<file path="src/design/jsu_pkg.sv">
// ----------------------------------------------------------------------------
// jsu_pkg
// Shared types and codes of the JSON string unescape block: result kinds,
// error codes and the command word passed from the scanner to the emitter.
// ----------------------------------------------------------------------------
`default_nettype none

package jsu_pkg;

    localparam int QUEUE_DEPTH = 4;

    localparam logic [1:0] KIND_DATA  = 2'd0;
    localparam logic [1:0] KIND_END   = 2'd1;
    localparam logic [1:0] KIND_ERROR = 2'd2;

    localparam logic [1:0] ERR_NO_QUOTE     = 2'd0;
    localparam logic [1:0] ERR_UNTERMINATED = 2'd1;
    localparam logic [1:0] ERR_BAD_ESCAPE   = 2'd2;
    localparam logic [1:0] ERR_BAD_HEX      = 2'd3;

    typedef struct packed {
        logic        e1_valid;
        logic [20:0] e1_cp;
        logic        e2_valid;
        logic [15:0] e2_cp;
        logic        tail_valid;
        logic [1:0]  tail_kind;
        logic [7:0]  tail_byte;
        logic [1:0]  tail_err;
    } cmd_t;

endpackage

`default_nettype wire

</file>
<file path="src/design/jsu_if.sv">
// ----------------------------------------------------------------------------
// jsu_in_if / jsu_out_if
// Valid/ready channels for raw JSON bytes and for decoded result items.
// ----------------------------------------------------------------------------
`default_nettype none

interface jsu_in_if;
    logic       valid;
    logic       ready;
    logic [7:0] in_byte;
    logic       end_of_input;

    modport source (output valid, output in_byte, output end_of_input, input ready);
    modport sink (input valid, input in_byte, input end_of_input, output ready);
endinterface

interface jsu_out_if;
    logic       valid;
    logic       ready;
    logic [1:0] kind;
    logic [7:0] out_byte;
    logic [1:0] error_code;
    logic       last;

    modport source (output valid, output kind, output out_byte, output error_code,
                    output last, input ready);
    modport sink (input valid, input kind, input out_byte, input error_code,
                  input last, output ready);
endinterface

`default_nettype wire

</file>
<file path="src/design/jsu_front.sv">
// ----------------------------------------------------------------------------
// jsu_front
// Scanner: accepts one JSON byte per transaction, tracks escapes, hex digits
// and surrogate pairs, and queues a command describing the results.
// ----------------------------------------------------------------------------
`default_nettype none

module jsu_front (
    input  wire logic          clk,
    input  wire logic          rst_n,
    jsu_in_if.sink             request,
    input  wire logic          q_full,
    output logic               q_push,
    output jsu_pkg::cmd_t      q_data
);

    typedef enum logic [2:0] {
        M_IDLE,
        M_STR,
        M_ESC,
        M_HEX,
        M_HIGH,
        M_HIGH_BS,
        M_LOW_HEX
    } mode_t;

    localparam logic [7:0] CH_QUOTE = 8'h22;
    localparam logic [7:0] CH_BSL   = 8'h5C;
    localparam logic [7:0] CH_SLASH = 8'h2F;
    localparam logic [7:0] CH_B     = 8'h62;
    localparam logic [7:0] CH_F     = 8'h66;
    localparam logic [7:0] CH_N     = 8'h6E;
    localparam logic [7:0] CH_R     = 8'h72;
    localparam logic [7:0] CH_T     = 8'h74;
    localparam logic [7:0] CH_U     = 8'h75;

    localparam logic [15:0] HIGH_FIRST = 16'hD800;
    localparam logic [15:0] HIGH_LAST  = 16'hDBFF;
    localparam logic [15:0] LOW_FIRST  = 16'hDC00;
    localparam logic [15:0] LOW_LAST   = 16'hDFFF;
    localparam logic [20:0] SUPP_BASE  = 21'h10000;

    mode_t       mode_reg, mode_next;
    logic [1:0]  hc_reg, hc_next;
    logic [15:0] acc_reg, acc_next;
    logic [15:0] pend_reg, pend_next;

    logic [7:0]  b;
    logic        eoi;
    logic        accept;
    logic        hex_ok;
    logic [3:0]  nibble;
    logic [15:0] acc_shift;
    logic        esc_ok;
    logic [7:0]  esc_char;
    logic        go_idle;
    jsu_pkg::cmd_t cmd;

    assign b      = request.in_byte;
    assign eoi    = request.end_of_input;
    assign request.ready = !q_full;
    assign accept = request.valid && !q_full;

    always_comb
    begin
        hex_ok = 1'b1;
        nibble = 4'd0;
        if (b >= 8'h30 && b <= 8'h39)
        begin
            nibble = 4'(b - 8'h30);
        end
        else if (b >= 8'h61 && b <= 8'h66)
        begin
            nibble = 4'(b - 8'h57);
        end
        else if (b >= 8'h41 && b <= 8'h46)
        begin
            nibble = 4'(b - 8'h37);
        end
        else
        begin
            hex_ok = 1'b0;
        end
        if (eoi)
        begin
            hex_ok = 1'b0;
        end
    end

    assign acc_shift = {acc_reg[11:0], nibble};

    always_comb
    begin
        esc_ok   = 1'b1;
        esc_char = 8'h00;
        case (b)
            CH_QUOTE: esc_char = CH_QUOTE;
            CH_BSL:   esc_char = CH_BSL;
            CH_SLASH: esc_char = CH_SLASH;
            CH_B:     esc_char = 8'h08;
            CH_F:     esc_char = 8'h0C;
            CH_N:     esc_char = 8'h0A;
            CH_R:     esc_char = 8'h0D;
            CH_T:     esc_char = 8'h09;
            default:  esc_ok = 1'b0;
        endcase
    end

    always_comb
    begin
        mode_next = mode_reg;
        hc_next   = hc_reg;
        acc_next  = acc_reg;
        pend_next = pend_reg;
        go_idle   = 1'b0;
        cmd       = '0;
        case (mode_reg)
            M_STR:
            begin
                if (eoi)
                begin
                    cmd.tail_valid = 1'b1;
                    cmd.tail_kind  = jsu_pkg::KIND_ERROR;
                    cmd.tail_err   = jsu_pkg::ERR_UNTERMINATED;
                    go_idle        = 1'b1;
                end
                else if (b == CH_QUOTE)
                begin
                    cmd.tail_valid = 1'b1;
                    cmd.tail_kind  = jsu_pkg::KIND_END;
                    go_idle        = 1'b1;
                end
                else if (b == CH_BSL)
                begin
                    mode_next = M_ESC;
                end
                else
                begin
                    cmd.tail_valid = 1'b1;
                    cmd.tail_kind  = jsu_pkg::KIND_DATA;
                    cmd.tail_byte  = b;
                end
            end
            M_ESC:
            begin
                if (!eoi && b == CH_U)
                begin
                    mode_next = M_HEX;
                    hc_next   = 2'd0;
                    acc_next  = 16'd0;
                end
                else if (!eoi && esc_ok)
                begin
                    cmd.tail_valid = 1'b1;
                    cmd.tail_kind  = jsu_pkg::KIND_DATA;
                    cmd.tail_byte  = esc_char;
                    mode_next      = M_STR;
                end
                else
                begin
                    cmd.tail_valid = 1'b1;
                    cmd.tail_kind  = jsu_pkg::KIND_ERROR;
                    cmd.tail_err   = jsu_pkg::ERR_BAD_ESCAPE;
                    go_idle        = 1'b1;
                end
            end
            M_HEX:
            begin
                if (!hex_ok)
                begin
                    cmd.tail_valid = 1'b1;
                    cmd.tail_kind  = jsu_pkg::KIND_ERROR;
                    cmd.tail_err   = jsu_pkg::ERR_BAD_HEX;
                    go_idle        = 1'b1;
                end
                else if (hc_reg == 2'd3)
                begin
                    hc_next  = 2'd0;
                    acc_next = 16'd0;
                    if (acc_shift >= HIGH_FIRST && acc_shift <= HIGH_LAST)
                    begin
                        pend_next = acc_shift;
                        mode_next = M_HIGH;
                    end
                    else
                    begin
                        cmd.e1_valid = 1'b1;
                        cmd.e1_cp    = {5'd0, acc_shift};
                        pend_next    = 16'd0;
                        mode_next    = M_STR;
                    end
                end
                else
                begin
                    hc_next  = hc_reg + 2'd1;
                    acc_next = acc_shift;
                end
            end
            M_HIGH:
            begin
                if (!eoi && b == CH_BSL)
                begin
                    mode_next = M_HIGH_BS;
                end
                else
                begin
                    cmd.e1_valid = 1'b1;
                    cmd.e1_cp    = {5'd0, pend_reg};
                    pend_next    = 16'd0;
                    mode_next    = M_STR;
                    if (eoi)
                    begin
                        cmd.tail_valid = 1'b1;
                        cmd.tail_kind  = jsu_pkg::KIND_ERROR;
                        cmd.tail_err   = jsu_pkg::ERR_UNTERMINATED;
                        go_idle        = 1'b1;
                    end
                    else if (b == CH_QUOTE)
                    begin
                        cmd.tail_valid = 1'b1;
                        cmd.tail_kind  = jsu_pkg::KIND_END;
                        go_idle        = 1'b1;
                    end
                    else
                    begin
                        cmd.tail_valid = 1'b1;
                        cmd.tail_kind  = jsu_pkg::KIND_DATA;
                        cmd.tail_byte  = b;
                    end
                end
            end
            M_HIGH_BS:
            begin
                if (!eoi && b == CH_U)
                begin
                    mode_next = M_LOW_HEX;
                    hc_next   = 2'd0;
                    acc_next  = 16'd0;
                end
                else
                begin
                    cmd.e1_valid = 1'b1;
                    cmd.e1_cp    = {5'd0, pend_reg};
                    pend_next    = 16'd0;
                    if (!eoi && esc_ok)
                    begin
                        cmd.tail_valid = 1'b1;
                        cmd.tail_kind  = jsu_pkg::KIND_DATA;
                        cmd.tail_byte  = esc_char;
                        mode_next      = M_STR;
                    end
                    else
                    begin
                        cmd.tail_valid = 1'b1;
                        cmd.tail_kind  = jsu_pkg::KIND_ERROR;
                        cmd.tail_err   = jsu_pkg::ERR_BAD_ESCAPE;
                        go_idle        = 1'b1;
                    end
                end
            end
            M_LOW_HEX:
            begin
                if (!hex_ok)
                begin
                    cmd.tail_valid = 1'b1;
                    cmd.tail_kind  = jsu_pkg::KIND_ERROR;
                    cmd.tail_err   = jsu_pkg::ERR_BAD_HEX;
                    go_idle        = 1'b1;
                end
                else if (hc_reg == 2'd3)
                begin
                    hc_next  = 2'd0;
                    acc_next = 16'd0;
                    if (acc_shift >= LOW_FIRST && acc_shift <= LOW_LAST)
                    begin
                        cmd.e1_valid = 1'b1;
                        cmd.e1_cp    = SUPP_BASE + {1'b0, pend_reg[9:0], acc_shift[9:0]};
                        pend_next    = 16'd0;
                        mode_next    = M_STR;
                    end
                    else
                    begin
                        cmd.e1_valid = 1'b1;
                        cmd.e1_cp    = {5'd0, pend_reg};
                        if (acc_shift >= HIGH_FIRST && acc_shift <= HIGH_LAST)
                        begin
                            pend_next = acc_shift;
                            mode_next = M_HIGH;
                        end
                        else
                        begin
                            cmd.e2_valid = 1'b1;
                            cmd.e2_cp    = acc_shift;
                            pend_next    = 16'd0;
                            mode_next    = M_STR;
                        end
                    end
                end
                else
                begin
                    hc_next  = hc_reg + 2'd1;
                    acc_next = acc_shift;
                end
            end
            default:
            begin
                if (eoi || b != CH_QUOTE)
                begin
                    cmd.tail_valid = 1'b1;
                    cmd.tail_kind  = jsu_pkg::KIND_ERROR;
                    cmd.tail_err   = jsu_pkg::ERR_NO_QUOTE;
                    go_idle        = 1'b1;
                end
                else
                begin
                    mode_next = M_STR;
                end
            end
        endcase
        if (go_idle)
        begin
            mode_next = M_IDLE;
            hc_next   = 2'd0;
            acc_next  = 16'd0;
            pend_next = 16'd0;
        end
    end

    assign q_push = accept && (cmd.e1_valid || cmd.e2_valid || cmd.tail_valid);
    assign q_data = cmd;

    always_ff @(posedge clk or negedge rst_n)
    begin
        if (!rst_n)
        begin
            mode_reg <= M_IDLE;
            hc_reg   <= 2'd0;
            acc_reg  <= 16'd0;
            pend_reg <= 16'd0;
        end
        else if (accept)
        begin
            mode_reg <= mode_next;
            hc_reg   <= hc_next;
            acc_reg  <= acc_next;
            pend_reg <= pend_next;
        end
    end

endmodule

`default_nettype wire

</file>
<file path="src/design/jsu_cmd_queue.sv">
// ----------------------------------------------------------------------------
// jsu_cmd_queue
// Short command FIFO between the scanner and the emitter.
// ----------------------------------------------------------------------------
`default_nettype none

module jsu_cmd_queue #(
    parameter int DEPTH = jsu_pkg::QUEUE_DEPTH
) (
    input  wire logic          clk,
    input  wire logic          rst_n,
    input  wire logic          push,
    input  wire jsu_pkg::cmd_t push_data,
    output logic               full,
    input  wire logic          pop,
    output jsu_pkg::cmd_t      pop_data,
    output logic               empty
);

    localparam int PTR_W = (DEPTH > 1) ? $clog2(DEPTH) : 1;
    localparam int CNT_W = $clog2(DEPTH + 1);

    jsu_pkg::cmd_t   mem [DEPTH];
    logic [PTR_W-1:0] wr_ptr_reg;
    logic [PTR_W-1:0] rd_ptr_reg;
    logic [CNT_W-1:0] count_reg;
    logic             do_push;
    logic             do_pop;

    assign full     = (count_reg == CNT_W'(DEPTH));
    assign empty    = (count_reg == '0);
    assign do_push  = push && !full;
    assign do_pop   = pop && !empty;
    assign pop_data = mem[rd_ptr_reg];

    always_ff @(posedge clk)
    begin
        if (do_push)
        begin
            mem[wr_ptr_reg] <= push_data;
        end
    end

    always_ff @(posedge clk or negedge rst_n)
    begin
        if (!rst_n)
        begin
            wr_ptr_reg <= '0;
            rd_ptr_reg <= '0;
            count_reg  <= '0;
        end
        else
        begin
            if (do_push)
            begin
                wr_ptr_reg <= (wr_ptr_reg == PTR_W'(DEPTH - 1)) ? '0 : wr_ptr_reg + 1'b1;
            end
            if (do_pop)
            begin
                rd_ptr_reg <= (rd_ptr_reg == PTR_W'(DEPTH - 1)) ? '0 : rd_ptr_reg + 1'b1;
            end
            if (do_push && !do_pop)
            begin
                count_reg <= count_reg + 1'b1;
            end
            else if (do_pop && !do_push)
            begin
                count_reg <= count_reg - 1'b1;
            end
        end
    end

endmodule

`default_nettype wire

</file>
<file path="src/design/jsu_back.sv">
// ----------------------------------------------------------------------------
// jsu_back
// Emitter: expands each queued command into UTF-8 bytes and any tail item,
// one result per cycle while result.ready allows, through an output register.
// ----------------------------------------------------------------------------
`default_nettype none

module jsu_back (
    input  wire logic          clk,
    input  wire logic          rst_n,
    input  wire jsu_pkg::cmd_t q_data,
    input  wire logic          q_empty,
    output logic               q_pop,
    jsu_out_if.source          result
);

    typedef enum logic [1:0] {
        SEL_E1,
        SEL_E2,
        SEL_TAIL
    } sel_t;

    localparam logic [7:0] LEAD2 = 8'hC0;
    localparam logic [7:0] LEAD3 = 8'hE0;
    localparam logic [7:0] LEAD4 = 8'hF0;
    localparam logic [7:0] CONT  = 8'h80;

    function automatic logic [1:0] enc_last_idx(input logic [20:0] cp);
        logic [1:0] n;
        if (cp < 21'h80)
        begin
            n = 2'd0;
        end
        else if (cp < 21'h800)
        begin
            n = 2'd1;
        end
        else if (cp < 21'h10000)
        begin
            n = 2'd2;
        end
        else
        begin
            n = 2'd3;
        end
        return n;
    endfunction

    function automatic logic [7:0] enc_byte(input logic [20:0] cp, input logic [1:0] last_idx,
                                            input logic [1:0] idx);
        logic [7:0] v;
        case ({last_idx, idx})
            4'b0000: v = cp[7:0];
            4'b0100: v = LEAD2 | {3'd0, cp[10:6]};
            4'b0101: v = CONT | {2'd0, cp[5:0]};
            4'b1000: v = LEAD3 | {4'd0, cp[15:12]};
            4'b1001: v = CONT | {2'd0, cp[11:6]};
            4'b1010: v = CONT | {2'd0, cp[5:0]};
            4'b1100: v = LEAD4 | {5'd0, cp[20:18]};
            4'b1101: v = CONT | {2'd0, cp[17:12]};
            4'b1110: v = CONT | {2'd0, cp[11:6]};
            4'b1111: v = CONT | {2'd0, cp[5:0]};
            default: v = 8'h00;
        endcase
        return v;
    endfunction

    jsu_pkg::cmd_t cur_reg;
    logic          cur_valid_reg;
    sel_t          sel_reg;
    logic [1:0]    idx_reg;

    logic          out_valid_reg;
    logic [1:0]    kind_reg;
    logic [7:0]    byte_reg;
    logic [1:0]    err_reg;
    logic          last_reg;

    logic [20:0]   cur_cp;
    logic [1:0]    cur_last_idx;
    logic [1:0]    item_kind;
    logic [7:0]    item_byte;
    logic [1:0]    item_err;
    sel_t          sel_next;
    logic [1:0]    idx_next;
    logic          done;
    logic          emit;
    sel_t          load_sel;

    assign cur_cp       = (sel_reg == SEL_E1) ? cur_reg.e1_cp : {5'd0, cur_reg.e2_cp};
    assign cur_last_idx = enc_last_idx(cur_cp);

    always_comb
    begin
        item_kind = jsu_pkg::KIND_DATA;
        item_byte = enc_byte(cur_cp, cur_last_idx, idx_reg);
        item_err  = 2'd0;
        sel_next  = sel_reg;
        idx_next  = idx_reg;
        done      = 1'b0;
        case (sel_reg)
            SEL_E1, SEL_E2:
            begin
                if (idx_reg != cur_last_idx)
                begin
                    idx_next = idx_reg + 2'd1;
                end
                else if (sel_reg == SEL_E1 && cur_reg.e2_valid)
                begin
                    sel_next = SEL_E2;
                    idx_next = 2'd0;
                end
                else if (cur_reg.tail_valid)
                begin
                    sel_next = SEL_TAIL;
                    idx_next = 2'd0;
                end
                else
                begin
                    done = 1'b1;
                end
            end
            default:
            begin
                item_kind = cur_reg.tail_kind;
                item_byte = cur_reg.tail_byte;
                item_err  = cur_reg.tail_err;
                done      = 1'b1;
            end
        endcase
    end

    always_comb
    begin
        if (q_data.e1_valid)
        begin
            load_sel = SEL_E1;
        end
        else if (q_data.e2_valid)
        begin
            load_sel = SEL_E2;
        end
        else
        begin
            load_sel = SEL_TAIL;
        end
    end

    assign emit  = cur_valid_reg && (!out_valid_reg || result.ready);
    assign q_pop = (!cur_valid_reg || (emit && done)) && !q_empty;

    assign result.valid      = out_valid_reg;
    assign result.kind       = kind_reg;
    assign result.out_byte   = byte_reg;
    assign result.error_code = err_reg;
    assign result.last       = last_reg;

    always_ff @(posedge clk or negedge rst_n)
    begin
        if (!rst_n)
        begin
            cur_reg       <= '0;
            cur_valid_reg <= 1'b0;
            sel_reg       <= SEL_E1;
            idx_reg       <= 2'd0;
            out_valid_reg <= 1'b0;
            kind_reg      <= 2'd0;
            byte_reg      <= 8'd0;
            err_reg       <= 2'd0;
            last_reg      <= 1'b0;
        end
        else
        begin
            if (emit)
            begin
                out_valid_reg <= 1'b1;
                kind_reg      <= item_kind;
                byte_reg      <= item_byte;
                err_reg       <= item_err;
                last_reg      <= done;
            end
            else if (result.ready)
            begin
                out_valid_reg <= 1'b0;
            end

            if (q_pop)
            begin
                cur_reg       <= q_data;
                cur_valid_reg <= 1'b1;
                sel_reg       <= load_sel;
                idx_reg       <= 2'd0;
            end
            else if (emit && done)
            begin
                cur_valid_reg <= 1'b0;
            end
            else if (emit)
            begin
                sel_reg <= sel_next;
                idx_reg <= idx_next;
            end
        end
    end

endmodule

`default_nettype wire

</file>
<file path="src/design/json_string_unescape_utf8.sv">
// Path: a byte's first result goes through the command queue, the emitter's
//   command register and output register; a byte with no result leaves nothing.
// Throughput: one input byte per cycle while the queue has room, one result
//   per cycle via the single output register while ready; queue absorbs bursts.
// Reset: scanner returns to idle (awaiting the opening quote), queue empties.
// ----------------------------------------------------------------------------
// json_string_unescape_utf8
// Streaming decoder of one quoted JSON string into UTF-8 bytes: scanner,
// command queue and emitter.
// ----------------------------------------------------------------------------
`default_nettype none

module json_string_unescape_utf8 #(
    parameter int QUEUE_DEPTH = jsu_pkg::QUEUE_DEPTH
) (
    input  wire logic clk,
    input  wire logic rst_n,
    jsu_in_if.sink    request,
    jsu_out_if.source result
);

    logic          q_push;
    logic          q_full;
    logic          q_pop;
    logic          q_empty;
    jsu_pkg::cmd_t q_push_data;
    jsu_pkg::cmd_t q_pop_data;

    jsu_front u_front (
        .clk     (clk),
        .rst_n   (rst_n),
        .request (request),
        .q_full  (q_full),
        .q_push  (q_push),
        .q_data  (q_push_data)
    );

    jsu_cmd_queue #(
        .DEPTH (QUEUE_DEPTH)
    ) u_queue (
        .clk       (clk),
        .rst_n     (rst_n),
        .push      (q_push),
        .push_data (q_push_data),
        .full      (q_full),
        .pop       (q_pop),
        .pop_data  (q_pop_data),
        .empty     (q_empty)
    );

    jsu_back u_back (
        .clk     (clk),
        .rst_n   (rst_n),
        .q_data  (q_pop_data),
        .q_empty (q_empty),
        .q_pop   (q_pop),
        .result  (result)
    );

endmodule

`default_nettype wire
</file>
<file path="src/flat_wrapper.sv">
// flat-port wrapper written by rule: the top's interface ports become plain ports
module json_string_unescape_utf8_flat 
#(
    parameter int QUEUE_DEPTH = jsu_pkg::QUEUE_DEPTH
)
  (clk, rst_n, request_valid, request_in_byte, request_end_of_input, request_ready, result_valid, result_kind, result_out_byte, result_error_code, result_last, result_ready);
  jsu_in_if request_i ();
  jsu_out_if result_i ();
  input  wire logic clk;
  input  wire logic rst_n;
  input wire logic [$bits(request_i.valid)-1:0] request_valid;
  input wire logic [$bits(request_i.in_byte)-1:0] request_in_byte;
  input wire logic [$bits(request_i.end_of_input)-1:0] request_end_of_input;
  output wire logic [$bits(request_i.ready)-1:0] request_ready;
  output wire logic [$bits(result_i.valid)-1:0] result_valid;
  output wire logic [$bits(result_i.kind)-1:0] result_kind;
  output wire logic [$bits(result_i.out_byte)-1:0] result_out_byte;
  output wire logic [$bits(result_i.error_code)-1:0] result_error_code;
  output wire logic [$bits(result_i.last)-1:0] result_last;
  input wire logic [$bits(result_i.ready)-1:0] result_ready;
  assign request_i.valid = request_valid;
  assign request_i.in_byte = request_in_byte;
  assign request_i.end_of_input = request_end_of_input;
  assign request_ready = request_i.ready;
  assign result_valid = result_i.valid;
  assign result_kind = result_i.kind;
  assign result_out_byte = result_i.out_byte;
  assign result_error_code = result_i.error_code;
  assign result_last = result_i.last;
  assign result_i.ready = result_ready;
  json_string_unescape_utf8 #(.QUEUE_DEPTH(QUEUE_DEPTH)) u_core (.clk(clk), .rst_n(rst_n), .request(request_i), .result(result_i));
endmodule
</file>
<file path="config.mk">
export PLATFORM = sky130hd
export DESIGN_NAME = json_string_unescape_utf8_flat
export DESIGN_NICKNAME = d
export VERILOG_FILES = /design/src/design/jsu_pkg.sv /design/src/design/jsu_if.sv /design/src/design/jsu_front.sv /design/src/design/jsu_cmd_queue.sv /design/src/design/jsu_back.sv /design/src/design/json_string_unescape_utf8.sv /design/src/flat_wrapper.sv
export SDC_FILE = /design/constraint.sdc
export NUM_CORES = 1
export LEC_CHECK = 0
export ABC_AREA = 1
export ABC_CLOCK_PERIOD_IN_PS = 4500
export BUFFER_PORTS_ARGS = -buffer_cell sky130_fd_sc_hd__buf_2
export CAP_MARGIN = 40
export CORE_MARGIN = 5
export CORE_UTILIZATION = 54
export CTS_CLUSTER_SIZE = 40
export DETAILED_ROUTE_END_ITERATION = 7
export PLACE_DENSITY = 0.8
export REMOVE_ABC_BUFFERS = 1
export SKIP_LAST_GASP = 1
export SLEW_MARGIN = 0
export SYNTH_ARGS = -nofsm -noshare
export SYNTH_HDL_FRONTEND = slang
export SYNTH_SLANG_ARGS = --single-unit
</file>
<file path="constraint.sdc">
create_clock -name clk -period 4.5 [get_ports clk]
set_input_delay 0.9 -clock clk [delete_from_list [all_inputs] [get_ports clk]]
set_output_delay 0.9 -clock clk [all_outputs]
set_load 0.02 [all_outputs]
</file>
# --- Word level (Yosys, flattened, before mapping) ---
# Memory sizes are Yosys's and may differ from the RTL's.
# Index checks and enable logic that the tools add are counted.
totals:
  elab_cells: 268
  ram_bits: 208
  mem_count: 1
  regBits: 110
  output_inout_bits: 15
classes:
  n_reduce_logical: 53
  eq_ne: 45
  mux: 124
  n_lt_le_gt_ge: 13
  n_addsub: 10
memory_table:
  columns: ["memory", "words", "width", "read_ports", "rd_ports_with_merged_regs", "wr", "line", "source"]
  rows:
  - ["u_core.u_queue.mem", 4, 52, 1, 0, 1, "jsu_cmd_queue.sv:23", "jsu_pkg::cmd_t mem [DEPTH];"]
ops:
  columns: ["operator", "n"]
  rows:
  - ["two-way mux 16 bit", 9]
  - ["two-way mux 22 bit", 5]
  - ["case mux 22 bit (4 select lines)", 1]
  - ["two-way mux 39 bit", 2]
  - ["case mux 16 bit (4 select lines)", 1]
  - ["two-way mux 3 bit", 21]
  - ["two-way mux 2 bit", 30]
  - ["== test 8 x 7 -> 1 bit, second input constant", 7]
  - ["case mux 7 bit (8 select lines)", 1]
  - ["case mux 8 bit (7 select lines)", 1]
  - ["two-way mux 17 bit", 3]
  - ["two-way mux 12 bit", 4]
  - ["two-way mux 8 bit", 6]
  - ["two-way mux 21 bit", 2]
  - [">= comparator 16 bit, second input constant", 2]
  - ["less-or-equal comparator 16 bit, second input constant", 2]
  - ["== test 4 bit, second input constant", 7]
  - ["!= test 3 bit, second input constant", 9]
  - ["two-way mux 13 bit", 2]
  - ["two-way mux 1 bit", 25]
  - ["case mux 12 bit (2 select lines)", 1]
  - ["case mux 8 bit (3 select lines)", 1]
  - ["adder 17 x 20 -> 21 bit, first input constant", 1]
  - ["< comparator 21 x 12 -> 1 bit, second input constant", 1]
  - ["47 further kinds", 101]

# --- Logic depth before layout (Yosys ltp) ---
# Gate-level depths: netlist of the first run.
depth:
  ltp_word: 20
  mapped_depth: 22
  depth_no_buf: 21

# --- By module ---
# A second synthesis of the first run with hierarchy kept.
hier_totals:
  cells_unflattened: 1620
  hier_area_um2: 15173.3
by_module_without_submodules:
  columns: ["module", "cells_per_inst", "seq_area_each_um2", "instances", "area_each_um2"]
  rows:
  - ["jsu_cmd_queue", 667, 6421.2, 1, 8642.0]
  - ["jsu_back", 467, 1751.7, 1, 3490.8]
  - ["jsu_front", 486, 825.8, 1, 3040.4]

# --- Least setup slack after synthesis of the first run ---
# OpenSTA, ideal clock, no wires.
synth_timing:
  path_type: "input to register"
  start: "in request_in_byte[0]"
  end: "mem u_core.u_queue.mem[0][0] in the netlist's numbering, enable pin"
  setup_ns: 0.462
  stages: 12
  required_time_ns: 4.038
  n_path_buf: 0
  setup_slack_ns: -0.596
  t_arrival_ns: 4.634
  cell_sequence: "inv_1 -> ha_1 -> o21ai_0 -> nand2_1 -> nand2_1 -> nand2_1 -> nand3_1 -> nor3_1 -> inv_1 -> nand4_1 -> nand2_1 -> nor2_1"
synth_between:
  elab_chain_len: 18
  word_cells_on_any_way: 57
  cone_classes: "add/sub: 3; order compare: 10; eq/ne: 4; mux: 28; reduce/logical: 12"
synth_rtl:
  columns: ["item", "line", "source"]
  rows:
  - ["from (decl)", "flat_wrapper.sv:12", "input wire logic [$bits(request_i.in_byte)-1:0] request_in_byte;"]
  - [">= comparator 8 x 7 -> 1 bit / less-or-equal comparator 8 x 7 -> 1 bit (equally long branches)", "jsu_front.sv:76", "else if (b >= 8'h41 && b <= 8'h46)"]
  - ["logical AND 1 bit", "jsu_front.sv:76", null]
  - ["two-way mux 4 bit", "jsu_front.sv:76", null]
  - ["two-way mux 4 bit", "jsu_front.sv:72", "else if (b >= 8'h61 && b <= 8'h66)"]
  - ["two-way mux 4 bit", "jsu_front.sv:68", "if (b >= 8'h30 && b <= 8'h39)"]
  - [">= comparator 16 bit / less-or-equal comparator 16 bit (equally long branches)", "jsu_front.sv:180, jsu_front.sv:285", null]
  - ["logical AND 1 bit", "jsu_front.sv:180, jsu_front.sv:285", null]
  - ["two-way mux 17 bit", "jsu_front.sv:285", "if (acc_shift >= HIGH_FIRST && acc_shift <= HIGH_LAST)"]
  - ["[2 not listed]", null, null]
  - ["two-way mux 39 bit", "jsu_front.sv:263", "if (!hex_ok)"]
  - ["two-way mux 17 bit", "jsu_front.sv:117", "case (mode_reg)"]
  - ["logical OR 1 bit", "jsu_front.sv:329", "assign q_push = accept && (cmd.e1_valid || cmd.e2_valid || cmd.tail_valid);"]
  - ["logical OR 1 bit *", "jsu_front.sv:329", null]
  - ["logical AND 1 bit *", "jsu_front.sv:329", null]
  - ["logical AND 1 bit *", "jsu_cmd_queue.sv:32", "assign do_push = push && !full;"]
  - ["two-way mux 1 bit *", "jsu_cmd_queue.sv:38", "if (do_push)"]
  - ["two-way mux 1 bit (implied by the code) *", "jsu_cmd_queue.sv:40", "mem[wr_ptr_reg] <= push_data;"]
  - ["to (decl)", "jsu_cmd_queue.sv:23", null]
# Mark *: on every way between the ends. The rest lies on a longest branch, timed or not.

# --- Worst setup path after layout of the first run ---
layout_timing:
  start: "reg u_core.u_back.sel_reg[1]"
  end: "reg u_core.u_queue.count_reg[2]"
layout_between:
  elab_chain_len: 16
  word_cells_on_any_way: 24
  cone_classes: "order compare: 3; eq/ne: 2; mux: 8; reduce/logical: 11"
layout_rtl:
  columns: ["item", "line", "source"]
  rows:
  - ["from (decl)", "jsu_back.sv:70", "sel_t sel_reg;"]
  - ["from (signal assigned)", "jsu_back.sv:191", "sel_reg <= load_sel;"]
  - ["from (signal assigned)", "jsu_back.sv:200", "sel_reg <= sel_next;"]
  - ["logical NOT 2 bit", "jsu_back.sv:90, jsu_back.sv:101, jsu_back.sv:108", null]
  - ["two-way mux 21 bit", "jsu_back.sv:90", "assign cur_cp = (sel_reg == SEL_E1) ? cur_reg.e1_cp : {5'd0, cur_reg.e2_cp};"]
  - ["< comparator 21 x 17 -> 1 bit", "jsu_back.sv:38", "else if (cp < 21'h10000)"]
  - ["two-way mux 1 bit", "jsu_back.sv:38", null]
  - ["two-way mux 2 bit", "jsu_back.sv:34", "else if (cp < 21'h800)"]
  - ["two-way mux 2 bit", "jsu_back.sv:30", "if (cp < 21'h80)"]
  - ["!= test 2 bit", "jsu_back.sv:104", "if (idx_reg != cur_last_idx)"]
  - ["two-way mux 1 bit", "jsu_back.sv:104", null]
  - ["two-way mux 1 bit *", "jsu_back.sv:101", "case (sel_reg)"]
  - ["logical AND 1 bit *", "jsu_back.sv:150", "assign q_pop = (!cur_valid_reg || (emit && done)) && !q_empty;"]
  - ["logical OR 1 bit *", "jsu_back.sv:150", null]
  - ["logical AND 1 bit *", "jsu_back.sv:150", null]
  - ["logical AND 1 bit *", "jsu_cmd_queue.sv:33", "assign do_pop = pop && !empty;"]
  - ["logical NOT 1 bit", "jsu_cmd_queue.sv:62", "if (do_push && !do_pop)"]
  - ["logical AND 1 bit", "jsu_cmd_queue.sv:62", null]
  - ["two-way mux 3 bit / nonzero test 2 bit (equally long branches)", null, null]
  - ["to (signal assigned)", "jsu_cmd_queue.sv:64", "count_reg <= count_reg + 1'b1;"]
  - ["to (signal assigned)", "jsu_cmd_queue.sv:68", "count_reg <= count_reg - 1'b1;"]
  - ["to (decl)", "jsu_cmd_queue.sv:26", "logic [CNT_W-1:0] count_reg;"]
# Marks and branches as above.
# A chain may end at the register's enable or synchronous reset.

==> results.ini, run 1 <==
[global_routing]
grt_overflow_total = 0
grt_first_pass_wirelength_um = 54100
grt_pass1_vias = 10100
antenna_found_initial = 1
grt_use_met1_pct = 31.8
met3_usage_pct = 4.67
top_usage_layer = met2
track_usage_pct = 22.1
grt_max_degree = 90
grt_use_met2_pct = 35.2

[sta]
rsz0062_at_grt = no
skew_ns = 0.00875
fin_setup_tns_ns = 0
maxSlewViolCount = 0
worstMarginPinSlew_ns = 0.955
timing.fmax_ghz = 0.265
maxSlewHeadroom_pct = 36.2
setup_viol = 0
fin_crit_sh_pct = 83.9
hold_viol = 0
timing.final.crit_period_ns = 3.78
setup_ws_ns = 0.724

[clock_network]
clk_pin_slew_ns = 0.06
clk_path_buf_depth = 3
cts_setup_buffers = 0
cts_buffers = 30
h-tree-depth = 1
ctsResizeCount = 0
cts_tree = built
hold_buffers = 0
worstSkewPairLatency_ns = 0.55
clock_sinks = 318
clockRootBuffer = clkbuf_16

[place]
dp_cells = 1770
dpl_cell_area_mm2 = 0.0149
place_hpwl_um = 21400
port_buffers = 27
gp_congestion = 0.870
place_ws_ns = 0.301

[cells_and_area]
largest_reg_flops = 208
drive_above_1_share_pct = 9.26
fin_cells = 1827
areaGrowthSynthToFinish_pct = 10.4
design_area_mm2 = 0.0159
fin_nets = 1497
utilization_pct = 60.9

[worst_setup_path]
endpoint_kind = register
rr_worst_depth = 19
r2r-end = u_core.u_queue.count_reg[2]
critPathMaxFanout = 24
worstSetupPathType = register to register
cp_data_required_time_ns = 4.92
r2r_start = u_core.u_back.sel_reg[1]
start_kind = register
ff2ff_setup_slack_ns = 0.72
worstPathArrival_ns = 4.20

[worst_hold_path]
min_path_type = input pin to asynchronous set/reset pin

[routing]
viasPerCell = 5.87
post_drt_wl_per_cell_um = 18.7
vias = 10700
first_iter_violations = 1397
ant_nets = 0
drt-total-wl_um = 34100
firstDrtPassIters = 6
drc = 0

[yosys]
synth_area_mm2 = 0.0144
synth_seq_cells = 318
syn-mean-instance-area_um2 = 9.94
synthCells = 1454
yosysWarnings = 0
ys_types = 51
seq_area_frac_synth_pct = 62.3

[die]
core_area_mm2 = 0.0262
dieArea_mm2 = 0.0301
initial_core_util_pct = 55.1
fp.dieH_um = 174
ios = 28
dieWidth_um = 174
num_rows = 59

[job]
max_cap_viol_count = 0

[pwr]
vdd.ir_drop.worst_v = 0.000373
power_density_mw_per_mm2 = 673
p_leak_nw = 6.59

[run_status]
status = finished, final reports clean

==> layout by cell type, fill, tap and decap left out, drive strengths merged, types with 4 or more instances in the layout <==
cell type	synthesis	layout
nand2	320	320
edfxtp	208	208
o21ai	189	189
nor2	185	185
inv	121	122
dfrtp	110	110
nand3	65	65
o22ai	51	51
buf	23	50
a21oi	41	41
clkbuf	46	36
nor3	19	19
ha	16	16
clkinv	3	13
o211ai	10	10
o221ai	9	9
nand4	8	8
bufinv	0	7
xor2	5	5
a22oi	4	4
==> worst max-delay path, stage by stage, from the launching register on <==
cell	delay (ns)
dfrtp_1	0.63
nor2_4	0.60
o21ai_0	0.30
nand2_1	0.19
nor2_4	0.07
nand2_2	0.08
clkinv_1	0.12
nand2_1	0.10
nand2_2	0.05
nand3_2	0.08
nand2_2	0.06
nand2_4	0.09
nand2_8	0.08
nand2_8	0.11
ha_1	0.17
inv_1	0.07
fa_1	0.39
a21oi_1	0.15
o21ai_0	0.12
xor2_1	0.16
==> worst max-delay path by stage <==
stage,start,to,slack [ns],cells past startpoint
detailed placement,request_in_byte[0],u_core.u_front.pend_reg[15],0.30,17
floorplan,request_in_byte[0],u_core.u_queue.mem[0][0],-0.74,12
finish,u_core.u_back.sel_reg[1],u_core.u_queue.count_reg[2],0.72,19
global placement,request_in_byte[0],u_core.u_front.pend_reg[13],0.57,17
CTS,u_core.u_back.sel_reg[1],u_core.u_queue.count_reg[2],0.76,19
global route,request_in_byte[0],u_core.u_front.pend_reg[15],0.44,17
==> synthesized netlist by cell type (all sizes together) <==
cell type	number	area, µm²
o31ai	3	22.5
nor4	2	12.5
nand3b	1	7.51
o311ai	1	8.76
xor2	5	43.8
o2111ai	3	26.3
nand3	65	340
a31oi	3	18.8
and2	1	7.51
o211ai	10	75.1
inv	121	462
nor2	185	712
nand2	320	1290
nand4	8	50.1
a21oi	41	216
clkbuf	46	216
o22ai	51	319
o41ai	1	8.76
a32oi	1	8.76
nor3	19	95.1
clkinv	3	11.3
o221ai	9	78.8
o32ai	1	8.76
o21ai	189	957
xnor2	1	8.76
nor3b	1	7.51
edfxtp	208	6250
ha	16	200
buf	23	183
and3	1	6.26
dfrtp	110	2750
a22oi	4	30.0
fa	1	20.0
==> cells by family after synthesis <==
group	Yosys count	synth area share, %
simple gates	603	17.5
flops	318	62.3
compound gates	317	12.3
buf+inv	193	6.04
fa+ha+maj	17	1.52
xor+xnor	6	0.364
==> metal layers <==
| metal | vias to the layer above | part of all wire (%) |
|---|---|---|
| li1 | 4989 | - |
| met1 | 5181 | 42 |
| met2 | 486 | 47 |
| met3 | 72 | 8.9 |
| met4 | 2 | 2.2 |
| met5 | - | 0.038 |
==> where the power goes <==
part / internal [mW] / switching [mW] / total (mW)
sequential: 3.84 / 0.266 / 4.11
clock: 1.67 / 1.07 / 2.74
combinational: 1.11 / 2.78 / 3.89
total: 6.62 / 4.11 / 10.7
==> per-stage QoR <==
step,hold slack (ns),power (mW)
finish,0.438,10.7
global route,0.477,11.4
CTS,0.446,10.7
detailed placement,0.464,7.98
global placement,0.458,7.80
floorplan,0.442,6.72
==> layout make-up <==
type,instances,area [µm²]
clock inverter,20,278
fill,2044,10300
clock buffer,36,805
inverter,124,473
multi-input combinational,943,4610
timing repair buffer,50,365
sequential,318,9000
tap,335,419
antenna,1,2.50
(Power assumes the default switching activity.)
==> inputs of run 2 (changes only) <==
ABC_CLOCK_PERIOD_IN_PS = 3400   (was 4500)
PLACE_DENSITY = 0.83   (was 0.8)
clock period = 3.4 ns   (was 4.5 ns; I/O delays follow)
==> results.ini, run 2 (synthesized netlist as in run 1, its figures left out) <==
[sta]
whs_ns = 0.247  ; -0.192 ns
skew_ns = 0.0254  ; +0.0166 ns
fin_setup_tns_ns = 0  ; unchanged
timing.final.crit_period_ns = 3.07
maxSlewHeadroom_pct = 48.8  ; +13 points
timing.fmax_ghz = 0.325
rsz0062_at_grt = no
fin_crit_sh_pct = 90.4
hold_viol = 0  ; unchanged
setup_viol = 0  ; unchanged
worstMarginPinSlew_ns = 0.765  ; -0.190 ns
setup_ws_ns = 0.326  ; -0.398 ns
maxSlewViolCount = 0  ; unchanged

[run_status]
status = finished, final reports clean

[routing]
post_drt_wl_per_cell_um = 18.7  ; about the same
drt-total-wl_um = 34800  ; +2.0%
vias = 10900  ; +1.8%
firstDrtPassIters = 5  ; -1
viasPerCell = 5.86  ; -0.26%
ant_nets = 0  ; unchanged
first_iter_violations = 1375  ; -1.6%
drc = 0  ; unchanged

[cells_and_area]
design_area_mm2 = 0.0163  ; +1.9%
largest_reg_flops = 208  ; unchanged
antenna_cells = 0  ; -1
fillCellCount = 1967  ; -3.8%
layout_common_cells = nand2_1 (299), edfxtp_1 (208), nor2_1 (178)
fin_cells = 1865  ; +2.1%
drive_above_1_share_pct = 11.4  ; +2.2 points
mostFrequentLayoutCell = nand2_1
fin_nets = 1536  ; +2.6%
utilization_pct = 62.0  ; +1.2 points
areaGrowthSynthToFinish_pct = 12.5

[die]
dieWidth_um = 174  ; unchanged
initial_core_util_pct = 55.1  ; unchanged
num_rows = 59  ; unchanged
dieArea_mm2 = 0.0301  ; unchanged
fp.dieH_um = 174  ; unchanged
core_area_mm2 = 0.0262  ; unchanged
ios = 28  ; unchanged

[clock_network]
clock_sinks = 318  ; unchanged
hold_buffers = 0  ; unchanged
clockRootBuffer = clkbuf_16
h-tree-depth = 2  ; +1
clk_path_buf_depth = 3  ; unchanged
cts_setup_buffers = 0  ; unchanged
cts_tree = built
clk_pin_slew_ns = 0.06  ; about the same
ctsResizeCount = 0  ; unchanged
cts_buffers = 34  ; +13%
worstSkewPairLatency_ns = 0.51  ; -0.04 ns

[pwr]
power.share.clock_pct = 25.2  ; -0.4 points
power_density_mw_per_mm2 = 887  ; +32%
power_mw = 14.4  ; +34%
p_sw_share_pct = 39.0  ; +0.67 points
power_switching_mw = 5.62  ; +37%
p_leak_nw = 6.75  ; +2.5%
p_comb_share_pct = 36.9  ; +0.7 points
vdd.ir_drop.worst_v = 0.000470  ; +26%
p_int_mw = 8.80  ; +33%
p_seq_share_pct = 37.9  ; -0.4 points

[worst_setup_path]
rr_worst_depth = 20  ; +1
startpoint = request_in_byte[0]
r2r-end = u_core.u_queue.count_reg[2]
start_kind = input pin
worstSetupPathType = input pin to register
worstPathArrival_ns = 3.47  ; -0.73 ns
cp_data_required_time_ns = 3.80  ; -1.12 ns
cp-endpoint = u_core.u_queue.count_reg[1]
r2r_start = u_core.u_back.sel_reg[0]
endpoint_kind = register
critPathMaxFanout = 3  ; -88%
ff2ff_setup_slack_ns = 0.36  ; -0.36 ns

[global_routing]
grt_overflow_total = 0  ; unchanged
antenna_found_initial = 0  ; -1
grt_max_degree = 80  ; -11%
track_usage_pct = 22.8  ; +0.63 points
grt_first_pass_wirelength_um = 55900  ; +3.2%
grt_pass1_vias = 10700  ; +5.9%

[place]
port_buffers = 27  ; unchanged
dp_cells = 1805  ; +2.0%
dpl_cell_area_mm2 = 0.0152  ; +2.0%
place_hpwl_um = 22600  ; +5.3%
gp_congestion = 0.903  ; +3.8%
place_ws_ns = -0.175  ; -0.475 ns

[job]
max_cap_viol_count = 0  ; unchanged

[worst_hold_path]
min_path_type = input pin to asynchronous set/reset pin

-- run 2: per-layer routing --
metal / wire length, µm / up-vias / global-route usage [%]
met2: 16300 / 535 / 36.4
met5: 0 / - / 0
li1: - / 5080 / -
met3: 3180 / 91 / 4.32
met4: 1100 / 0 / 7.59
met1: 14200 / 5219 / 31.8
-- run 2: area by class of cell --
type | instances | area (µm²) | area share, %
tap | 335 | 419 | 2.58
clock buffer | 41 | 898 | 5.53
sequential | 318 | 9000 | 55.4
inverter | 124 | 473 | 2.91
timing repair buffer | 85 | 658 | 4.05
multi-input combinational | 943 | 4610 | 28.3
clock inverter | 19 | 204 | 1.25
-- run 2: power by group through the flow --
stage	Sequential [mW]	Combinational (mW)	Clock, mW
after floorplan	5.67	3.22	0
after global placement	5.47	5.00	0
after detailed placement	5.51	5.19	0
after CTS	5.45	5.28	3.66
after global routing	5.53	5.86	3.84
final	5.46	5.32	3.64
-- run 2: worst min-delay path by stage --
stage / startpoint / endpoint / cells past startpoint
4_1_cts: rst_n / u_core.u_back.result.error_code[1] / 1
3_5_place_dp: u_core.u_back.result.error_code[0] / u_core.u_back.result.error_code[0] / 2
3_3_place_gp: u_core.u_front.pend_reg[3] / u_core.u_front.pend_reg[3] / 2
5_1_grt: rst_n / u_core.u_back.result.out_byte[5] / 1
6_report: rst_n / u_core.u_back.result.error_code[1] / 1
2_1_floorplan: rst_n / u_core.u_back.cur_reg[0] / 0
-- run 2: critical path, cell delays in order --
cell and delay [ns]:
buf_2 0.11, inv_1 0.09, ha_1 0.18, nor3b_1 0.38, nand2_1 0.15, o21ai_2 0.17
inv_1 0.06, nor4_1 0.36, nand4_1 0.19, nand2_1 0.17, inv_1 0.07, ha_1 0.19
inv_1 0.08, fa_1 0.42, nor2_1 0.11, a21oi_1 0.05
